**config.mk**
```make
export PLATFORM = sky130hd
export DESIGN_NAME = process_state_scheduler
export DESIGN_NICKNAME = d
export VERILOG_FILES = /design/src/design/pss_pkg.sv /design/src/design/pss_ctrl.sv /design/src/design/pss_datapath.sv /design/src/design/process_state_scheduler.sv
export SDC_FILE = /design/constraint.sdc
export NUM_CORES = 2
export LEC_CHECK = 0
export BUFFER_PORTS_ARGS = -buffer_cell sky130_fd_sc_hd__buf_2
export CAP_MARGIN = 20
export CORE_MARGIN = 2
export CORE_UTILIZATION = 40
export DETAILED_ROUTE_END_ITERATION = 8
export PLACE_DENSITY = 0.58
export SYNTH_ARGS = -nofsm -noshare
export SYNTH_HDL_FRONTEND = slang
export SYNTH_SLANG_ARGS = --single-unit
```
**constraint.sdc**
```tcl
create_clock -name clk -period 24.2 [get_ports clk]
set_clock_uncertainty 0.1 [all_clocks]
set_input_delay 4.84 -clock clk [delete_from_list [all_inputs] [get_ports clk]]
set_output_delay 4.84 -clock clk [all_outputs]
set_load 0.01 [all_outputs]
```
**src/design/pss_pkg.sv**
```systemverilog
// Shared types and constants of the process state scheduler.
`timescale 1ns / 1ps
package pss_pkg;

    // Sizes
    localparam int MAX_PROCS   = 16;
    localparam int ID_W        = 4;
    localparam int NUM_DEVICES = 4;
    localparam int DEV_W       = 2;
    localparam int TICK_W      = 32;
    localparam int NUM_Q       = 3 + NUM_DEVICES;
    localparam int Q_W         = 3;
    localparam int CNT_W       = 5;
    localparam int QMEM_DEPTH  = NUM_Q * MAX_PROCS;
    localparam int QADDR_W     = Q_W + ID_W;
    localparam int COST_W      = 16;
    localparam int OUT_W       = 82;

    // Queue numbers inside the scheduler
    localparam logic [Q_W-1:0] Q_NEW   = 3'd0;
    localparam logic [Q_W-1:0] Q_READY = 3'd1;
    localparam logic [Q_W-1:0] Q_EXIT  = 3'd2;
    localparam logic [Q_W-1:0] Q_DEV0  = 3'd3;

    // Queue numbers as seen by a query
    localparam logic [3:0] QQ_NEW     = 4'd1;
    localparam logic [3:0] QQ_READY   = 4'd2;
    localparam logic [3:0] QQ_RUNNING = 4'd3;
    localparam logic [3:0] QQ_EXIT    = 4'd5;
    localparam logic [3:0] QQ_DEV0    = 4'd6;
    localparam logic [3:0] QQ_DEV3    = 4'd9;

    // Configuration register indexes
    localparam logic [1:0] REG_IO_TIMEOUT    = 2'd0;
    localparam logic [1:0] REG_ADMIT_COST    = 2'd1;
    localparam logic [1:0] REG_DISPATCH_COST = 2'd2;
    localparam logic [1:0] REG_RELEASE_COST  = 2'd3;

    typedef enum logic [2:0] {
        OP_ADD     = 3'd0,
        OP_STEP    = 3'd1,
        OP_WAIT    = 3'd2,
        OP_IO      = 3'd3,
        OP_QUERY   = 3'd4,
        OP_RELEASE = 3'd5
    } op_code_t;

    typedef enum logic [2:0] {
        ST_FREE    = 3'd0,
        ST_NEW     = 3'd1,
        ST_READY   = 3'd2,
        ST_RUN     = 3'd3,
        ST_BLOCK   = 3'd4,
        ST_EXIT    = 3'd5
    } proc_st_t;

    typedef enum logic [2:0] {
        RES_OK        = 3'd0,
        RES_DUP       = 3'd1,
        RES_NONE_RUN  = 3'd2,
        RES_BAD_DEV   = 3'd3,
        RES_DEV_EMPTY = 3'd4,
        RES_NOT_FOUND = 3'd5,
        RES_NO_HOST   = 3'd6
    } res_t;

    // Datapath micro-operations
    typedef enum logic [3:0] {
        DP_NOP,
        DP_LATCH,
        DP_CODE,
        DP_ADD,
        DP_READ_HEAD,
        DP_EXIT_FREE,
        DP_NEW_READY,
        DP_DEV_CHECK,
        DP_PREEMPT,
        DP_DISPATCH,
        DP_WAIT,
        DP_IO_MOVE,
        DP_QUERY,
        DP_RELEASE
    } dp_op_t;

    typedef enum logic [3:0] {
        S_IDLE,
        S_DECODE,
        S_EXIT_CHK,
        S_EXIT_DO,
        S_NEW_CHK,
        S_NEW_DO,
        S_DEV_CHK,
        S_DEV_DO,
        S_PREEMPT,
        S_DISP_CHK,
        S_DISP_DO,
        S_IO_RD,
        S_IO_DO,
        S_DONE
    } ctrl_state_t;

    typedef struct packed {
        dp_op_t          op;
        logic [Q_W-1:0]  q;
        res_t            code;
        logic            load_out;
    } dp_cmd_t;

    typedef struct packed {
        op_code_t          op;
        logic [2:0]        device;
        logic              hosted;
        logic [NUM_Q-1:0]  q_nz;
    } dp_stat_t;

endpackage

```
**src/design/pss_ctrl.sv**
```systemverilog
// Controller state machine that sequences each operation of the scheduler.
`timescale 1ns / 1ps
module pss_ctrl
    import pss_pkg::*;
(
    input  logic     clk,
    input  logic     rst_n,
    input  logic     s_tvalid,
    output logic     s_tready,
    output logic     m_tvalid,
    input  logic     m_tready,
    input  dp_stat_t stat,
    output dp_cmd_t  cmd
);

    ctrl_state_t        state_reg, state_next;
    logic [DEV_W-1:0]   dev_idx_reg, dev_idx_next;
    logic               m_valid_reg, m_valid_next;
    logic               out_free;
    logic [Q_W-1:0]     scan_q;
    logic [Q_W-1:0]     io_q;

    assign s_tready = (state_reg == S_IDLE);
    assign m_tvalid = m_valid_reg;
    assign out_free = !m_valid_reg || m_tready;
    assign scan_q   = Q_DEV0 + Q_W'(dev_idx_reg);
    assign io_q     = Q_DEV0 + Q_W'(stat.device[DEV_W-1:0]);

    // State, device-index and output-valid registers
    always_ff @(posedge clk or negedge rst_n)
    begin
        if (!rst_n)
        begin
            state_reg   <= S_IDLE;
            dev_idx_reg <= '0;
            m_valid_reg <= 1'b0;
        end
        else
        begin
            state_reg   <= state_next;
            dev_idx_reg <= dev_idx_next;
            m_valid_reg <= m_valid_next;
        end
    end

    // Next state and datapath commands
    always_comb
    begin
        state_next   = state_reg;
        dev_idx_next = dev_idx_reg;
        cmd.op       = DP_NOP;
        cmd.q        = Q_NEW;
        cmd.code     = RES_OK;
        cmd.load_out = 1'b0;
        unique case (state_reg)
            S_IDLE:
            begin
                if (s_tvalid)
                begin
                    cmd.op     = DP_LATCH;
                    state_next = S_DECODE;
                end
            end
            S_DECODE:
            begin
                state_next = S_DONE;
                case (stat.op)
                    OP_ADD:     cmd.op = DP_ADD;
                    OP_WAIT:    cmd.op = DP_WAIT;
                    OP_QUERY:   cmd.op = DP_QUERY;
                    OP_RELEASE: cmd.op = DP_RELEASE;
                    OP_STEP:
                    begin
                        if (!stat.hosted)
                        begin
                            cmd.op   = DP_CODE;
                            cmd.code = RES_NO_HOST;
                        end
                        else
                        begin
                            state_next = S_EXIT_CHK;
                        end
                    end
                    OP_IO:
                    begin
                        if (stat.device >= 3'(NUM_DEVICES))
                        begin
                            cmd.op   = DP_CODE;
                            cmd.code = RES_BAD_DEV;
                        end
                        else if (!stat.q_nz[io_q])
                        begin
                            cmd.op   = DP_CODE;
                            cmd.code = RES_DEV_EMPTY;
                        end
                        else
                        begin
                            state_next = S_IO_RD;
                        end
                    end
                    default: ;
                endcase
            end
            // Drop every exited process
            S_EXIT_CHK:
            begin
                cmd.q = Q_EXIT;
                if (stat.q_nz[Q_EXIT])
                begin
                    cmd.op     = DP_READ_HEAD;
                    state_next = S_EXIT_DO;
                end
                else
                begin
                    state_next = S_NEW_CHK;
                end
            end
            S_EXIT_DO:
            begin
                cmd.op     = DP_EXIT_FREE;
                cmd.q      = Q_EXIT;
                state_next = S_EXIT_CHK;
            end
            // Admit one new process
            S_NEW_CHK:
            begin
                cmd.q        = Q_NEW;
                dev_idx_next = '0;
                if (stat.q_nz[Q_NEW])
                begin
                    cmd.op     = DP_READ_HEAD;
                    state_next = S_NEW_DO;
                end
                else
                begin
                    state_next = S_DEV_CHK;
                end
            end
            S_NEW_DO:
            begin
                cmd.op     = DP_NEW_READY;
                cmd.q      = Q_NEW;
                state_next = S_DEV_CHK;
            end
            // Visit the head of each device queue in turn
            S_DEV_CHK:
            begin
                cmd.q = scan_q;
                if (stat.q_nz[scan_q])
                begin
                    cmd.op     = DP_READ_HEAD;
                    state_next = S_DEV_DO;
                end
                else if (dev_idx_reg == DEV_W'(NUM_DEVICES - 1))
                begin
                    state_next = S_PREEMPT;
                end
                else
                begin
                    dev_idx_next = dev_idx_reg + 1'b1;
                end
            end
            S_DEV_DO:
            begin
                cmd.op = DP_DEV_CHECK;
                cmd.q  = scan_q;
                if (dev_idx_reg == DEV_W'(NUM_DEVICES - 1))
                begin
                    state_next = S_PREEMPT;
                end
                else
                begin
                    dev_idx_next = dev_idx_reg + 1'b1;
                    state_next   = S_DEV_CHK;
                end
            end
            S_PREEMPT:
            begin
                cmd.op     = DP_PREEMPT;
                state_next = S_DISP_CHK;
            end
            S_DISP_CHK:
            begin
                cmd.q = Q_READY;
                if (stat.q_nz[Q_READY])
                begin
                    cmd.op     = DP_READ_HEAD;
                    state_next = S_DISP_DO;
                end
                else
                begin
                    state_next = S_DONE;
                end
            end
            S_DISP_DO:
            begin
                cmd.op     = DP_DISPATCH;
                cmd.q      = Q_READY;
                state_next = S_DONE;
            end
            // Move a whole device queue to ready
            S_IO_RD:
            begin
                cmd.q = io_q;
                if (stat.q_nz[io_q])
                begin
                    cmd.op     = DP_READ_HEAD;
                    state_next = S_IO_DO;
                end
                else
                begin
                    state_next = S_DONE;
                end
            end
            S_IO_DO:
            begin
                cmd.op     = DP_IO_MOVE;
                cmd.q      = io_q;
                state_next = S_IO_RD;
            end
            S_DONE:
            begin
                if (out_free)
                begin
                    cmd.load_out = 1'b1;
                    state_next   = S_IDLE;
                end
            end
            default: state_next = S_IDLE;
        endcase
    end

    // The output transaction stays offered until it is taken
    always_comb
    begin
        if (cmd.load_out)
        begin
            m_valid_next = 1'b1;
        end
        else if (m_tready)
        begin
            m_valid_next = 1'b0;
        end
        else
        begin
            m_valid_next = m_valid_reg;
        end
    end

endmodule

```
**src/design/pss_datapath.sv**
```systemverilog
// Datapath of the scheduler: process table, queue memory, tick counter and results.
`timescale 1ns / 1ps
module pss_datapath
    import pss_pkg::*;
(
    input  logic               clk,
    input  logic               rst_n,
    input  logic [2:0]         in_op,
    input  logic [ID_W-1:0]    in_proc_id,
    input  logic [2:0]         in_device,
    input  logic [3:0]         in_query_queue,
    input  logic               cfg_valid,
    input  logic [1:0]         cfg_index,
    input  logic [COST_W-1:0]  cfg_data,
    input  dp_cmd_t            cmd,
    output dp_stat_t           stat,
    output logic [OUT_W-1:0]   out_data
);

    // Configuration registers
    logic [COST_W-1:0] io_timeout_reg, admit_cost_reg, dispatch_cost_reg, release_cost_reg;

    // Latched input transaction
    op_code_t          op_reg;
    logic [ID_W-1:0]   pid_reg;
    logic [2:0]        dev_reg;
    logic [3:0]        qq_reg;

    // Process table
    proc_st_t          proc_status_reg [MAX_PROCS];
    logic [DEV_W-1:0]  proc_device_reg [MAX_PROCS];
    logic [TICK_W-1:0] proc_since_reg  [MAX_PROCS];

    // Queue storage and pointers
    logic [ID_W-1:0]   qmem [QMEM_DEPTH];
    logic [ID_W-1:0]   rd_data_reg;
    logic [ID_W-1:0]   head_reg [NUM_Q];
    logic [CNT_W-1:0]  cnt_reg  [NUM_Q];

    logic              running_valid_reg, running_valid_next;
    logic [ID_W-1:0]   running_id_reg, running_id_next;
    logic [TICK_W-1:0] tick_reg;
    logic [ID_W:0]     hosted_reg;

    // Results of the current transaction
    res_t              res_status_reg, res_status_next;
    proc_st_t          res_pstate_reg, res_pstate_next;
    logic [DEV_W-1:0]  res_wdev_reg, res_wdev_next;
    logic [TICK_W-1:0] res_since_reg, res_since_next;
    logic              res_dvalid_reg, res_dvalid_next;
    logic [ID_W-1:0]   res_did_reg, res_did_next;
    logic [CNT_W-1:0]  res_moved_reg, res_moved_next;
    logic [OUT_W-1:0]  out_data_reg;

    // Control of this cycle
    logic               rd_en;
    logic [QADDR_W-1:0] rd_addr;
    logic               pop;
    logic               push;
    logic [Q_W-1:0]     push_q;
    logic [ID_W-1:0]    push_id;
    logic [QADDR_W-1:0] push_addr;
    logic               push_room;
    logic               ps_we;
    logic [ID_W-1:0]    ps_addr;
    proc_st_t           ps_wdata;
    logic               pw_we;
    logic [TICK_W-1:0]  tick_inc;
    logic               host_inc, host_dec;
    logic [ID_W-1:0]    since_addr;
    logic [TICK_W-1:0]  since_rd;
    logic               timed_out;
    logic               found;
    proc_st_t           pid_st;
    logic [Q_W-1:0]     wait_q;
    logic [DEV_W-1:0]   qq_dev;

    // Status towards the controller
    always_comb
    begin
        stat.op     = op_reg;
        stat.device = dev_reg;
        stat.hosted = (hosted_reg != '0);
        for (int q = 0; q < NUM_Q; q++)
        begin
            stat.q_nz[q] = (cnt_reg[q] != '0);
        end
    end

    assign rd_addr    = {cmd.q, head_reg[cmd.q]};
    assign push_addr  = {push_q, head_reg[push_q] + cnt_reg[push_q][ID_W-1:0]};
    assign push_room  = (cnt_reg[push_q] != CNT_W'(MAX_PROCS));
    assign since_addr = (cmd.op == DP_QUERY) ? pid_reg : rd_data_reg;
    assign since_rd   = proc_since_reg[since_addr];
    assign timed_out  = ((tick_reg - since_rd) >= TICK_W'(io_timeout_reg));
    assign pid_st     = proc_status_reg[pid_reg];
    assign wait_q     = Q_DEV0 + Q_W'(dev_reg[DEV_W-1:0]);
    assign qq_dev     = qq_reg[DEV_W-1:0] - 2'd2;

    // Whether a query finds the id in the named queue
    always_comb
    begin
        case (qq_reg)
            QQ_NEW:     found = (pid_st == ST_NEW);
            QQ_READY:   found = (pid_st == ST_READY);
            QQ_RUNNING: found = running_valid_reg && (running_id_reg == pid_reg);
            QQ_EXIT:    found = (pid_st == ST_EXIT);
            default:
            begin
                found = (qq_reg >= QQ_DEV0) && (qq_reg <= QQ_DEV3) &&
                        (pid_st == ST_BLOCK) && (proc_device_reg[pid_reg] == qq_dev);
            end
        endcase
    end

    // Decode of the micro-operation
    always_comb
    begin
        rd_en              = 1'b0;
        pop                = 1'b0;
        push               = 1'b0;
        push_q             = Q_READY;
        push_id            = rd_data_reg;
        ps_we              = 1'b0;
        ps_addr            = rd_data_reg;
        ps_wdata           = ST_READY;
        pw_we              = 1'b0;
        tick_inc           = '0;
        host_inc           = 1'b0;
        host_dec           = 1'b0;
        running_valid_next = running_valid_reg;
        running_id_next    = running_id_reg;
        res_status_next    = res_status_reg;
        res_pstate_next    = res_pstate_reg;
        res_wdev_next      = res_wdev_reg;
        res_since_next     = res_since_reg;
        res_dvalid_next    = res_dvalid_reg;
        res_did_next       = res_did_reg;
        res_moved_next     = res_moved_reg;
        unique case (cmd.op)
            DP_NOP: ;
            DP_LATCH:
            begin
                res_status_next = RES_OK;
                res_pstate_next = ST_FREE;
                res_wdev_next   = '0;
                res_since_next  = '0;
                res_dvalid_next = 1'b0;
                res_did_next    = '0;
                res_moved_next  = '0;
            end
            DP_CODE: res_status_next = cmd.code;
            DP_ADD:
            begin
                if (pid_st != ST_FREE)
                begin
                    res_status_next = RES_DUP;
                end
                else
                begin
                    ps_we    = 1'b1;
                    ps_addr  = pid_reg;
                    ps_wdata = ST_NEW;
                    push     = 1'b1;
                    push_q   = Q_NEW;
                    push_id  = pid_reg;
                    tick_inc = TICK_W'(admit_cost_reg);
                    host_inc = 1'b1;
                end
            end
            DP_READ_HEAD: rd_en = 1'b1;
            DP_EXIT_FREE:
            begin
                pop      = 1'b1;
                ps_we    = 1'b1;
                ps_wdata = ST_FREE;
                host_dec = 1'b1;
            end
            DP_NEW_READY:
            begin
                pop   = 1'b1;
                ps_we = 1'b1;
                push  = 1'b1;
            end
            DP_DEV_CHECK:
            begin
                if (timed_out)
                begin
                    pop   = 1'b1;
                    ps_we = 1'b1;
                    push  = 1'b1;
                end
            end
            DP_PREEMPT:
            begin
                if (running_valid_reg)
                begin
                    running_valid_next = 1'b0;
                    ps_we              = 1'b1;
                    ps_addr            = running_id_reg;
                    push               = 1'b1;
                    push_id            = running_id_reg;
                end
            end
            DP_DISPATCH:
            begin
                pop                = 1'b1;
                running_valid_next = 1'b1;
                running_id_next    = rd_data_reg;
                ps_we              = 1'b1;
                ps_wdata           = ST_RUN;
                tick_inc           = TICK_W'(dispatch_cost_reg);
                res_dvalid_next    = 1'b1;
                res_did_next       = rd_data_reg;
            end
            DP_WAIT:
            begin
                if (!running_valid_reg)
                begin
                    res_status_next = RES_NONE_RUN;
                end
                else if (dev_reg >= 3'(NUM_DEVICES))
                begin
                    res_status_next = RES_BAD_DEV;
                    tick_inc        = TICK_W'(1);
                end
                else
                begin
                    running_valid_next = 1'b0;
                    ps_we              = 1'b1;
                    ps_addr            = running_id_reg;
                    ps_wdata           = ST_BLOCK;
                    pw_we              = 1'b1;
                    push               = 1'b1;
                    push_q             = wait_q;
                    push_id            = running_id_reg;
                    tick_inc           = TICK_W'(1);
                end
            end
            DP_IO_MOVE:
            begin
                pop            = 1'b1;
                ps_we          = 1'b1;
                push           = 1'b1;
                tick_inc       = TICK_W'(1);
                res_moved_next = res_moved_reg + 1'b1;
            end
            DP_QUERY:
            begin
                if (!found)
                begin
                    res_status_next = RES_NOT_FOUND;
                end
                else
                begin
                    res_pstate_next = pid_st;
                    if (pid_st == ST_BLOCK)
                    begin
                        res_wdev_next  = proc_device_reg[pid_reg];
                        res_since_next = since_rd;
                    end
                end
            end
            DP_RELEASE:
            begin
                if (!running_valid_reg)
                begin
                    res_status_next = RES_NONE_RUN;
                end
                else
                begin
                    running_valid_next = 1'b0;
                    ps_we              = 1'b1;
                    ps_addr            = running_id_reg;
                    ps_wdata           = ST_EXIT;
                    push               = 1'b1;
                    push_q             = Q_EXIT;
                    push_id            = running_id_reg;
                    tick_inc           = TICK_W'(release_cost_reg);
                end
            end
            default: ;
        endcase
    end

    // Configuration writes
    always_ff @(posedge clk or negedge rst_n)
    begin
        if (!rst_n)
        begin
            io_timeout_reg    <= COST_W'(1024);
            admit_cost_reg    <= COST_W'(32);
            dispatch_cost_reg <= COST_W'(256);
            release_cost_reg  <= COST_W'(32);
        end
        else if (cfg_valid)
        begin
            unique case (cfg_index)
                REG_IO_TIMEOUT:    io_timeout_reg    <= cfg_data;
                REG_ADMIT_COST:    admit_cost_reg    <= cfg_data;
                REG_DISPATCH_COST: dispatch_cost_reg <= cfg_data;
                REG_RELEASE_COST:  release_cost_reg  <= cfg_data;
                default: ;
            endcase
        end
    end

    // Control state: process states, queue pointers, running slot, tick
    always_ff @(posedge clk or negedge rst_n)
    begin
        if (!rst_n)
        begin
            for (int i = 0; i < MAX_PROCS; i++)
            begin
                proc_status_reg[i] <= ST_FREE;
            end
            for (int q = 0; q < NUM_Q; q++)
            begin
                head_reg[q] <= '0;
                cnt_reg[q]  <= '0;
            end
            running_valid_reg <= 1'b0;
            running_id_reg    <= '0;
            tick_reg          <= '0;
            hosted_reg        <= '0;
        end
        else
        begin
            if (ps_we)
            begin
                proc_status_reg[ps_addr] <= ps_wdata;
            end
            for (int q = 0; q < NUM_Q; q++)
            begin
                if (pop && (cmd.q == Q_W'(q)))
                begin
                    head_reg[q] <= head_reg[q] + 1'b1;
                    cnt_reg[q]  <= cnt_reg[q] - 1'b1;
                end
                else if (push && push_room && (push_q == Q_W'(q)))
                begin
                    cnt_reg[q] <= cnt_reg[q] + 1'b1;
                end
            end
            running_valid_reg <= running_valid_next;
            running_id_reg    <= running_id_next;
            tick_reg          <= tick_reg + tick_inc;
            if (host_inc)
            begin
                hosted_reg <= hosted_reg + 1'b1;
            end
            else if (host_dec)
            begin
                hosted_reg <= hosted_reg - 1'b1;
            end
        end
    end

    // Wait bookkeeping of blocked processes
    always_ff @(posedge clk)
    begin
        if (pw_we)
        begin
            proc_device_reg[running_id_reg] <= dev_reg[DEV_W-1:0];
            proc_since_reg[running_id_reg]  <= tick_reg;
        end
    end

    // Queue memory: one write and one registered read a cycle
    always_ff @(posedge clk)
    begin
        if (push && push_room)
        begin
            qmem[push_addr] <= push_id;
        end
        if (rd_en)
        begin
            rd_data_reg <= qmem[rd_addr];
        end
    end

    // Latched transaction, results and output register
    always_ff @(posedge clk)
    begin
        if (cmd.op == DP_LATCH)
        begin
            op_reg  <= op_code_t'(in_op);
            pid_reg <= in_proc_id;
            dev_reg <= in_device;
            qq_reg  <= in_query_queue;
        end
        res_status_reg <= res_status_next;
        res_pstate_reg <= res_pstate_next;
        res_wdev_reg   <= res_wdev_next;
        res_since_reg  <= res_since_next;
        res_dvalid_reg <= res_dvalid_next;
        res_did_reg    <= res_did_next;
        res_moved_reg  <= res_moved_next;
        if (cmd.load_out)
        begin
            out_data_reg <= {tick_reg, res_moved_reg, res_did_reg, res_dvalid_reg,
                             res_since_reg, res_wdev_reg, res_pstate_reg, res_status_reg};
        end
    end

    assign out_data = out_data_reg;

`ifndef SYNTHESIS
    a_hosted_bound: assert property (@(posedge clk) disable iff (!rst_n)
        hosted_reg <= (ID_W + 1)'(MAX_PROCS))
        else $error("more processes hosted than ids exist");

    a_dispatch_runs: assert property (@(posedge clk) disable iff (!rst_n)
        cmd.op == DP_DISPATCH |=> running_valid_reg)
        else $error("dispatch left the running slot empty");

    a_wait_blocks: assert property (@(posedge clk) disable iff (!rst_n)
        (cmd.op == DP_WAIT && running_valid_reg && dev_reg < 3'(NUM_DEVICES))
        |=> !running_valid_reg && proc_status_reg[$past(running_id_reg)] == ST_BLOCK)
        else $error("wait did not block the running process");

    a_io_tick: assert property (@(posedge clk) disable iff (!rst_n)
        cmd.op == DP_IO_MOVE |=> tick_reg == $past(tick_reg) + TICK_W'(1))
        else $error("io event move did not cost one tick");
`endif

endmodule

```
**src/design/process_state_scheduler.sv**
```systemverilog
// Top level of the process state scheduler: stream ports, controller and datapath.
// Add, wait, query, release, unknown ops, bad or empty io events and a step with nothing
// hosted pass accept, decode and result; a step also drops each exited process, admits
// one new process, checks each device queue head, preempts and dispatches; an io event
// moves each process of its device queue through one queue-memory read port. One item is
// worked on at a time; the next input transaction is taken in the cycle after the result
// enters the output register. Reset (async, active low): all ids free, all queues empty,
// tick zero, registers at their defaults; no clearing pass, the block is ready at once.
`timescale 1ns / 1ps
module process_state_scheduler
    import pss_pkg::*;
(
    input  logic         clk,
    input  logic         rst_n,
    input  logic         s_tvalid,
    output logic         s_tready,
    input  logic [15:0]  s_tdata,   // proc_id[3:0], device[6:4], query_queue[10:7], zero
    input  logic [2:0]   s_tuser,   // op[2:0]
    output logic         m_tvalid,
    input  logic         m_tready,
    output logic [87:0]  m_tdata,   // status[2:0], proc_state[5:3], wait_device[7:6],
                                    // since_tick[39:8], dispatched_valid[40],
                                    // dispatched_id[44:41], moved_count[49:45],
                                    // tick_now[81:50], zero
    input  logic         cfg_valid,
    output logic         cfg_ready,
    input  logic [1:0]   cfg_index,
    input  logic [15:0]  cfg_data
);

    dp_cmd_t          cmd;
    dp_stat_t         stat;
    logic [OUT_W-1:0] out_data;

    assign cfg_ready = 1'b1;
    assign m_tdata   = {6'd0, out_data};

    // Sequencing of each transaction
    pss_ctrl u_ctrl (
        .clk      (clk),
        .rst_n    (rst_n),
        .s_tvalid (s_tvalid),
        .s_tready (s_tready),
        .m_tvalid (m_tvalid),
        .m_tready (m_tready),
        .stat     (stat),
        .cmd      (cmd)
    );

    // Process table, queues and tick counter
    pss_datapath u_datapath (
        .clk            (clk),
        .rst_n          (rst_n),
        .in_op          (s_tuser),
        .in_proc_id     (s_tdata[3:0]),
        .in_device      (s_tdata[6:4]),
        .in_query_queue (s_tdata[10:7]),
        .cfg_valid      (cfg_valid),
        .cfg_index      (cfg_index),
        .cfg_data       (cfg_data),
        .cmd            (cmd),
        .stat           (stat),
        .out_data       (out_data)
    );

endmodule
```
## Word-level counts from Yosys, hierarchy flattened

Memory sizes are Yosys's and may differ from the RTL's. A register that Yosys moved wholly into a read port is not among the register bits.
Cells that the tools add are included.

- Register bits: 370
- Bits in writable memories: 992
- Bits of input ports: 42
- Output and inout port bits: 91
- Logic and storage cells: 368
- Memories: 3

- Add/sub/neg operators: 31
- $lt $le $gt $ge: 11
- Equal/unequal tests: 68
- Multiplexer cells: 131
- Bitwise gates (word level): 4
- Reductions and logical operators: 67

Memory list:

| name | words | bits a word | read ports | clocked after Yosys merged registers in | write ports | RTL line | text |
|---|---|---|---|---|---|---|---|
| u_datapath.proc_since_reg | 16 | 32 | 1 | 0 | 1 | pss_datapath.sv:32 | `logic [TICK_W-1:0] proc_since_reg [MAX_PROCS];` |
| u_datapath.qmem | 112 | 4 | 1 | 1 | 1 | pss_datapath.sv:35 | `logic [ID_W-1:0] qmem [QMEM_DEPTH];` |
| u_datapath.proc_device_reg | 16 | 2 | 1 | 1 | 1 | pss_datapath.sv:31 | `logic [DEV_W-1:0] proc_device_reg [MAX_PROCS];` |

Operators by type and width:

| kind | number |
|---|---|
| case mux 32 bit (5 select lines) | 1 |
| 2-to-1 mux 5 bit | 18 |
| 2-to-1 mux 3 bit | 27 |
| 2-to-1 mux 4 bit | 17 |
| 2-to-1 mux 32 bit | 2 |
| case mux 32 bit (2 select lines) | 1 |
| case mux 4 bit (14 select lines) | 1 |
| case mux 4 bit (13 select lines) | 1 |
| bitwise mux 48 bit | 1 |
| equality test 4 bit (second input constant) | 12 |
| adder 5 x 1 -> 5 bit (second input constant) | 9 |
| nonzero test 5 bit | 8 |
| subtractor 5 x 1 -> 5 bit (second input constant) | 8 |
| equality test 4 x 3 -> 1 bit (second input constant) | 9 |
| adder 32 bit | 1 |
| greater-or-equal comparator 32 x 16 -> 1 bit | 1 |
| 2-to-1 mux 16 bit | 2 |
| subtractor 32 bit | 1 |
| equality test 3 bit (second input constant) | 10 |
| adder 4 x 1 -> 4 bit (second input constant) | 7 |
| 2-to-1 mux 1 bit | 25 |
| binary-select mux 4 bit (select 3 bit) | 2 |
| equality test 4 x 2 -> 1 bit (second input constant) | 6 |
| case mux 4 bit (6 select lines) | 1 |
| 58 further kinds | 141 |

## Longest topological paths before layout

- Word-level depth: 18
- Mapped depth: 43

## Hierarchy

A second synthesis with hierarchy kept.

- Cells, all modules: 4432
- Area, all modules: 61241.2 µm²

Modules (own cells, without submodules):

| module | instances | cells an instance | area each (µm²) | seq. area each (µm²) |
|---|---|---|---|---|
| pss_datapath | 1 | 4267 | 60065.1 | 39808.2 |
| pss_ctrl | 1 | 156 | 1116.1 | 175.2 |
| process_state_scheduler | 1 | 9 | 60.1 | 0.0 |

## Worst setup path after synthesis

Ideal clock, no wire load.

- Path type: input to register
- Start: input port s_tvalid
- End: register u_datapath.proc_status_reg[30] in the netlist's numbering
- Library setup time: 125 ps
- Arrival: 9034 ps
- Data required time: 23975 ps
- Path slack: 14941 ps
- Stages: 11
- Path through: or3b_2 -> a21o_1 -> o311ai_0 -> and3_1 -> a21boi_0 -> o21ai_0 -> a22o_1 -> a21o_1 -> nand2_1 -> a211oi_2 -> mux2_2

- Cells in the longest elaborated chain, start to end: 11
- Elaborated cells between the ends (all ways): 29
- Those cells by class: add/sub: 1; order compare: 3; eq/ne: 10; mux: 10; bitwise: 1; reduce/logical: 3; memory: 1

RTL lines:

| item | RTL line | text |
|---|---|---|
| start, declared | process_state_scheduler.sv:15 | `input logic s_tvalid,` |
| 2-to-1 mux 1 bit (*) | pss_ctrl.sv:58 | `if (s_tvalid)` |
| case mux 4 bit (13 select lines) (*) | pss_ctrl.sv:55 | `unique case (state_reg)` |
| equality test 4 bit | pss_datapath.sv:140 | `unique case (cmd.op)` |
| OR reduction 2 bit (no source line) | - |  |
| case mux 4 bit (3 select lines) (*) | pss_datapath.sv:140 |  |
| via u_datapath.ps_addr[2] | pss_datapath.sv:65 | `logic [ID_W-1:0] ps_addr;` |
| NOT 4 -> 5 bit (not written as such) (*) | pss_datapath.sv:331 | `proc_status_reg[ps_addr] <= ps_wdata;` |
| greater-or-equal comparator 5 bit (not written as such) or less-than comparator 5 x 1 -> 1 bit (tied branches) | pss_datapath.sv:331 |  |
| logical AND 1 bit (not written as such) | pss_datapath.sv:331 |  |
| 2-to-1 mux 3 bit (not written as such) | pss_datapath.sv:331 |  |
| demux 3 bit (select 4 bit) (*) | pss_datapath.sv:331 |  |
| bitwise mux 48 bit (*) | pss_datapath.sv:331 |  |
| end signal, assigned by index | pss_datapath.sv:331 |  |
| end, declared | pss_datapath.sv:30 | `proc_st_t proc_status_reg [MAX_PROCS];` |

The timed path passes the listed nets; every way through them passes the cells marked *.
A chain may end at the register's enable or synchronous reset.

## Final worst setup path

- Start: register u_ctrl.state_reg[1]
- End: register u_datapath.cnt_reg[34] in the netlist's numbering

- Cells in the longest elaborated chain, start to end: 12
- Elaborated cells between the ends (all ways): 52
- Those cells by class: add/sub: 1; order compare: 1; eq/ne: 23; mux: 11; bitwise: 1; reduce/logical: 14; memory: 1

RTL lines:

| item | RTL line | text |
|---|---|---|
| start, declared | pss_ctrl.sv:16 | `ctrl_state_t state_reg, state_next;` |
| start signal, assigned | pss_ctrl.sv:40 | `state_reg <= state_next;` |
| equality test 4 bit, or another cell as far along | pss_ctrl.sv:55 |  |
| case mux 4 bit (13 select lines) | pss_ctrl.sv:55 |  |
| equality test 4 bit, or another cell as far along | pss_datapath.sv:93 | `assign since_addr = (cmd.op == DP_QUERY) ? pid_reg : rd_data_reg;` |
| 2-to-1 mux 4 bit or case mux 3 bit (3 select lines) (tied branches) | pss_datapath.sv:93, pss_datapath.sv:140 |  |
| memory read (16 x 32 bit) or NOT 3 -> 4 bit (tied branches) | - |  |
| subtractor 32 bit or binary-select mux 5 bit (select 3 bit) (tied branches) | pss_datapath.sv:95, pss_datapath.sv:92 |  |
| greater-or-equal comparator 32 x 16 -> 1 bit or 2-to-1 mux 5 bit (tied branches) | - |  |
| 2-to-1 mux 1 bit or 2-to-1 mux 5 bit (tied branches) | - |  |
| case mux 1 bit (5 select lines) or != test 5 bit (tied branches) | pss_datapath.sv:140, pss_datapath.sv:92 |  |
| logical AND 1 bit (2 in series) | pss_datapath.sv:340 | `else if (push && push_room && (push_q == Q_W'(q)))` |
| nonzero test 2 bit (no source line) | - |  |
| end signal, assigned by index | pss_datapath.sv:338 | `cnt_reg[q] <= cnt_reg[q] - 1'b1;` |
| end signal, assigned by index | pss_datapath.sv:342 | `cnt_reg[q] <= cnt_reg[q] + 1'b1;` |
| end, declared | pss_datapath.sv:38 | `logic [CNT_W-1:0] cnt_reg [NUM_Q];` |

Parallel ways exist; a longest one is shown, timed or not. The select of a mux whose other input is x is not followed.

==> impl_metrics.prom <==
# TYPE chip_impl_metric gauge
chip_impl_metric{name="io_pins",unit=""} 133
chip_impl_metric{name="p_leak",unit="nW"} 25.1
chip_impl_info{name="unrepaired_setup_endpoints_after_global_routing",value="false"} 1
chip_impl_info{name="crit_path_start_kind",value="flop"} 1
chip_impl_metric{name="fillers",unit=""} 13600
chip_impl_metric{name="synth_top_area_share",unit="%"} 56.6
chip_impl_metric{name="largest_reg_flops",unit=""} 512
chip_impl_metric{name="clk_pin_slew_worst_paths",unit="ns"} 0.07
chip_impl_metric{name="finalSetupViolCount",unit=""} 0
chip_impl_metric{name="die-height",unit="µm"} 393
chip_impl_metric{name="cts_max_level",unit=""} 4
chip_impl_metric{name="postRouteWirelength",unit="mm"} 163
chip_impl_metric{name="post_cts_resized",unit=""} 0
chip_impl_metric{name="grt_pass1_vias",unit=""} 38200
chip_impl_metric{name="drv.max_cap_violation_count",unit=""} 0
chip_impl_metric{name="core_area",unit="µm²"} 150000
chip_impl_metric{name="routed_wire_length_per_instance",unit="µm"} 23.1
chip_impl_info{name="clock_tree_from_tritoncts",value="built"} 1
chip_impl_metric{name="yosys.cell_types.count",unit=""} 90
chip_impl_metric{name="multi_input_comb_area",unit="µm²"} 19600
chip_impl_metric{name="drt_first_pass_iters",unit=""} 8
chip_impl_info{name="ys_top_cells_by_area",value="sky130_fd_sc_hd__edfxtp_1, sky130_fd_sc_hd__dfrtp_1, sky130_fd_sc_hd__nand2_1, sky130_fd_sc_hd__nand3_1, sky130_fd_sc_hd__mux2_2"} 1
chip_impl_metric{name="postCtsSetupBuffers",unit=""} 0
chip_impl_metric{name="detailedRoute.firstIterationViolations",unit=""} 3719
chip_impl_metric{name="post-route-drc-count",unit=""} 0
chip_impl_metric{name="slew_worst_pin",unit="ns"} 1.19
chip_impl_metric{name="synth-edff-count",unit=""} 1142
chip_impl_info{name="yosysMostFrequentCell",value="sky130_fd_sc_hd__edfxtp_1"} 1
chip_impl_metric{name="syn-instance-count",unit=""} 4854
chip_impl_metric{name="fmax",unit="MHz"} 86.8
chip_impl_metric{name="timing.critical_path.required",unit="ns"} 24.74
chip_impl_metric{name="gp_congestion",unit=""} 0.905
chip_impl_metric{name="fin_nets",unit=""} 5097
chip_impl_metric{name="cts-buffers-inserted",unit=""} 143
chip_impl_info{name="cts-root-buf",value="sky130_fd_sc_hd__clkbuf_16"} 1
chip_impl_metric{name="timing_max_transition_violations_final",unit=""} 0
chip_impl_metric{name="total_die_area",unit="µm²"} 155000
chip_impl_metric{name="synth.cell_area",unit="µm²"} 60600
chip_impl_info{name="yosys.area.top_type",value="sky130_fd_sc_hd__edfxtp_1"} 1
chip_impl_metric{name="hold_violation_total_from_the_final_report",unit=""} 0
chip_impl_metric{name="maximum_number_of_pins_on_one_net_before_global_route_repair",unit=""} 159
chip_impl_info{name="synth_ff_type",value="sky130_fd_sc_hd__edfxtp_1"} 1
chip_impl_metric{name="synth.avg_cell_area",unit="µm²"} 12.5
chip_impl_metric{name="utilization",unit="%"} 45.5
chip_impl_metric{name="die_width",unit="µm"} 393
chip_impl_metric{name="power-per-cell-area",unit="nW/µm²"} 146
chip_impl_metric{name="power.ir.vdd_worst",unit="V"} 0.000187
chip_impl_metric{name="final_layout_size_suffix_gt1_share",unit="%"} 12.7
chip_impl_info{name="hold_path.class",value="flop to flop"} 1
chip_impl_info{name="worst-setup-path-type",value="flop to flop"} 1
chip_impl_metric{name="critical-path-max-stage-delay",unit="ns"} 0.91
chip_impl_info{name="outcome",value="finished, final reports clean"} 1
chip_impl_metric{name="place.detailed.hpwl",unit="mm"} 99.9
chip_impl_metric{name="synth_async_reset_ratio",unit="%"} 16.4
chip_impl_metric{name="synthesis.yosys.warnings",unit=""} 0
chip_impl_metric{name="layout-area-overhead-vs-synth",unit="%"} 12.8
chip_impl_metric{name="grt_remaining_overflow",unit=""} 0
chip_impl_info{name="setup.worst_path.end_class",value="flop"} 1
chip_impl_metric{name="final-seq-area",unit="µm²"} 40000
chip_impl_metric{name="vias_per_cell",unit=""} 5.56
chip_impl_metric{name="antenna_cells",unit=""} 0
chip_impl_metric{name="wire_length_of_the_first_global_routing_pass",unit="mm"} 243
chip_impl_metric{name="timing.critical_path.fanout_max",unit=""} 66
chip_impl_metric{name="max_slew_margin",unit="%"} 20.1
chip_impl_metric{name="worstSkewPairLatency",unit="ns"} 0.79
chip_impl_metric{name="yosysSeqAreaShare",unit="%"} 66.0
chip_impl_info{name="top_cells_by_instance_count_after_synthesis",value="sky130_fd_sc_hd__edfxtp_1, sky130_fd_sc_hd__nand2_1, sky130_fd_sc_hd__nand3_1, sky130_fd_sc_hd__nor2_1, sky130_fd_sc_hd__clkbuf_1"} 1
chip_impl_info{name="cp_slowest_cell",value="sky130_fd_sc_hd__or4b_2"} 1
chip_impl_metric{name="cts_hold_bufs",unit=""} 0
chip_impl_metric{name="via_count",unit=""} 39300
chip_impl_metric{name="timing.final.crit_share",unit="%"} 47.6
chip_impl_metric{name="ctsLongestPathBuffers",unit=""} 3
chip_impl_metric{name="period_needed",unit="ns"} 11.52
chip_impl_metric{name="critPathArrivalTime",unit="ns"} 12.06
chip_impl_metric{name="total_power",unit="mW"} 9.95
chip_impl_metric{name="postSynthRegisterBits",unit=""} 1370
chip_impl_metric{name="final_antenna_net_count",unit=""} 0
chip_impl_metric{name="port_buffers",unit=""} 120
chip_impl_metric{name="overall_global_routing_usage",unit="%"} 20.9
chip_impl_metric{name="cts_sinks",unit=""} 1370
chip_impl_metric{name="std_cell_rows",unit=""} 142
chip_impl_metric{name="grt_antenna_before_repair",unit=""} 4
chip_impl_metric{name="initial_core_util",unit="%"} 40.4
chip_impl_metric{name="finalSetupTns",unit="ns"} 0
-- power breakdown --
group / switching, mW / total, mW / internal [mW]
sequential: 0.233 / 3.23 / 3.00
combinational: 3.09 / 4.52 / 1.43
clock: 0.923 / 2.20 / 1.28
total: 4.25 / 9.95 / 5.70
-- cell families after synthesis --
group,after synthesis,synth area share [%]
muxes,286,5.71
buffers and inverters,346,2.20
other,2,0.0124
xor gates and xnor gates,116,1.68
and+or+nand+nor,1992,14.6
adders and majority gates,114,2.49
DFF,1370,66.0
AOI/OAI and AO/OA,628,7.35
-- final timing paths --
check	startpoint	to	slack [ns]	cells past startpoint
setup / recovery	u_ctrl.state_reg[1]	u_datapath.cnt_reg[34]	12.68	36
hold / removal	u_datapath.res_since_reg[21]	u_datapath.out_data[29]	0.32	0
setup reg to reg	u_ctrl.state_reg[1]	u_datapath.cnt_reg[34]	12.68	36
hold reg to reg	u_datapath.res_since_reg[21]	u_datapath.out_data[29]	0.32	0
max in group asynchronous	rst_n	u_datapath.cnt_reg[32]	18.71	2
min in group asynchronous	rst_n	u_datapath.dispatch_cost_reg[7]	3.94	1
-- through the flow --
step / worst slack [ns] / std cells / area, µm² / hold WS (ns)
finish: 12.68 / 7070 / 68300 / 0.317
global route: 11.68 / 7070 / 68300 / 0.322
CTS: 12.67 / 7070 / 68300 / 0.319
detailed placement: 12.73 / 6812 / 63700 / 0.305
global placement: 12.81 / 6811 / 63600 / 0.304
floorplan: 14.94 / 4859 / 60600 / 0.300
-- per-layer routing --
| layer | global-route usage, % | share of wire, % | up-vias | wire length (µm) |
|---|---|---|---|---|
| li1 | - | - | 18100 | - |
| met1 | 28.2 | 43 | 19700 | 69800 |
| met2 | 34.8 | 49 | 1234 | 79500 |
| met3 | 2.86 | 5.7 | 250 | 9240 |
| met4 | 7.04 | 2.8 | 0 | 4560 |
| met5 | 0 | 0 | - | 0 |
-- area by class of cell --
class	instances	share of cell area, %
repair buffers	203	1.89
inverters	80	0.445
clock inverters	76	1.19
well taps	2016	3.69
multi-input cells	3143	28.6
clock buffers	182	5.62
flip-flops and latches	1370	58.5
-- cells in the final DEF, fill, tap and decap left out, types with 10 or more instances in the layout --
cell type / count
sky130_fd_sc_hd__nand3_1: 365
sky130_fd_sc_hd__a211oi_1: 29
sky130_fd_sc_hd__ha_1: 103
sky130_fd_sc_hd__and2_1: 18
sky130_fd_sc_hd__mux2i_1: 113
sky130_fd_sc_hd__edfxtp_1: 1142
sky130_fd_sc_hd__nand2b_1: 39
sky130_fd_sc_hd__buf_4: 79
sky130_fd_sc_hd__xor2_1: 36
sky130_fd_sc_hd__clkinv_2: 23
sky130_fd_sc_hd__a21o_1: 68
sky130_fd_sc_hd__buf_2: 119
sky130_fd_sc_hd__clkbuf_16: 147
sky130_fd_sc_hd__nand2_1: 1027
sky130_fd_sc_hd__inv_1: 77
sky130_fd_sc_hd__nor2_4: 13
sky130_fd_sc_hd__nor2_1: 256
sky130_fd_sc_hd__a32oi_1: 22
sky130_fd_sc_hd__nor2b_1: 24
sky130_fd_sc_hd__bufinv_16: 14
sky130_fd_sc_hd__nor4_1: 15
sky130_fd_sc_hd__nand4_1: 33
sky130_fd_sc_hd__dfrtp_1: 220
sky130_fd_sc_hd__a21oi_1: 118
sky130_fd_sc_hd__a31oi_1: 47
sky130_fd_sc_hd__clkinv_1: 24
sky130_fd_sc_hd__clkbuf_1: 32
sky130_fd_sc_hd__o21bai_1: 10
sky130_fd_sc_hd__mux2_2: 133
sky130_fd_sc_hd__nor3_1: 37
sky130_fd_sc_hd__mux4_2: 34
sky130_fd_sc_hd__fa_1: 11
sky130_fd_sc_hd__a22oi_1: 23
sky130_fd_sc_hd__and3_1: 85
sky130_fd_sc_hd__o21ai_0: 82
sky130_fd_sc_hd__xnor2_1: 80
sky130_fd_sc_hd__a311oi_1: 108
sky130_fd_sc_hd__o211ai_1: 22
-- worst max-delay path: cells and delay by family, from the launching register on --
kind,cells,cell delay [ns]
adder cells (fa/ha/maj),3,1.05
flip-flops,1,0.68
XOR/XNOR,2,0.35
AO/OA/AOI/OAI,10,2.30
buffers and inverters,4,1.30
AND/OR/NAND/NOR,17,5.49
Note: power is estimated with default switching activity, not from simulation.
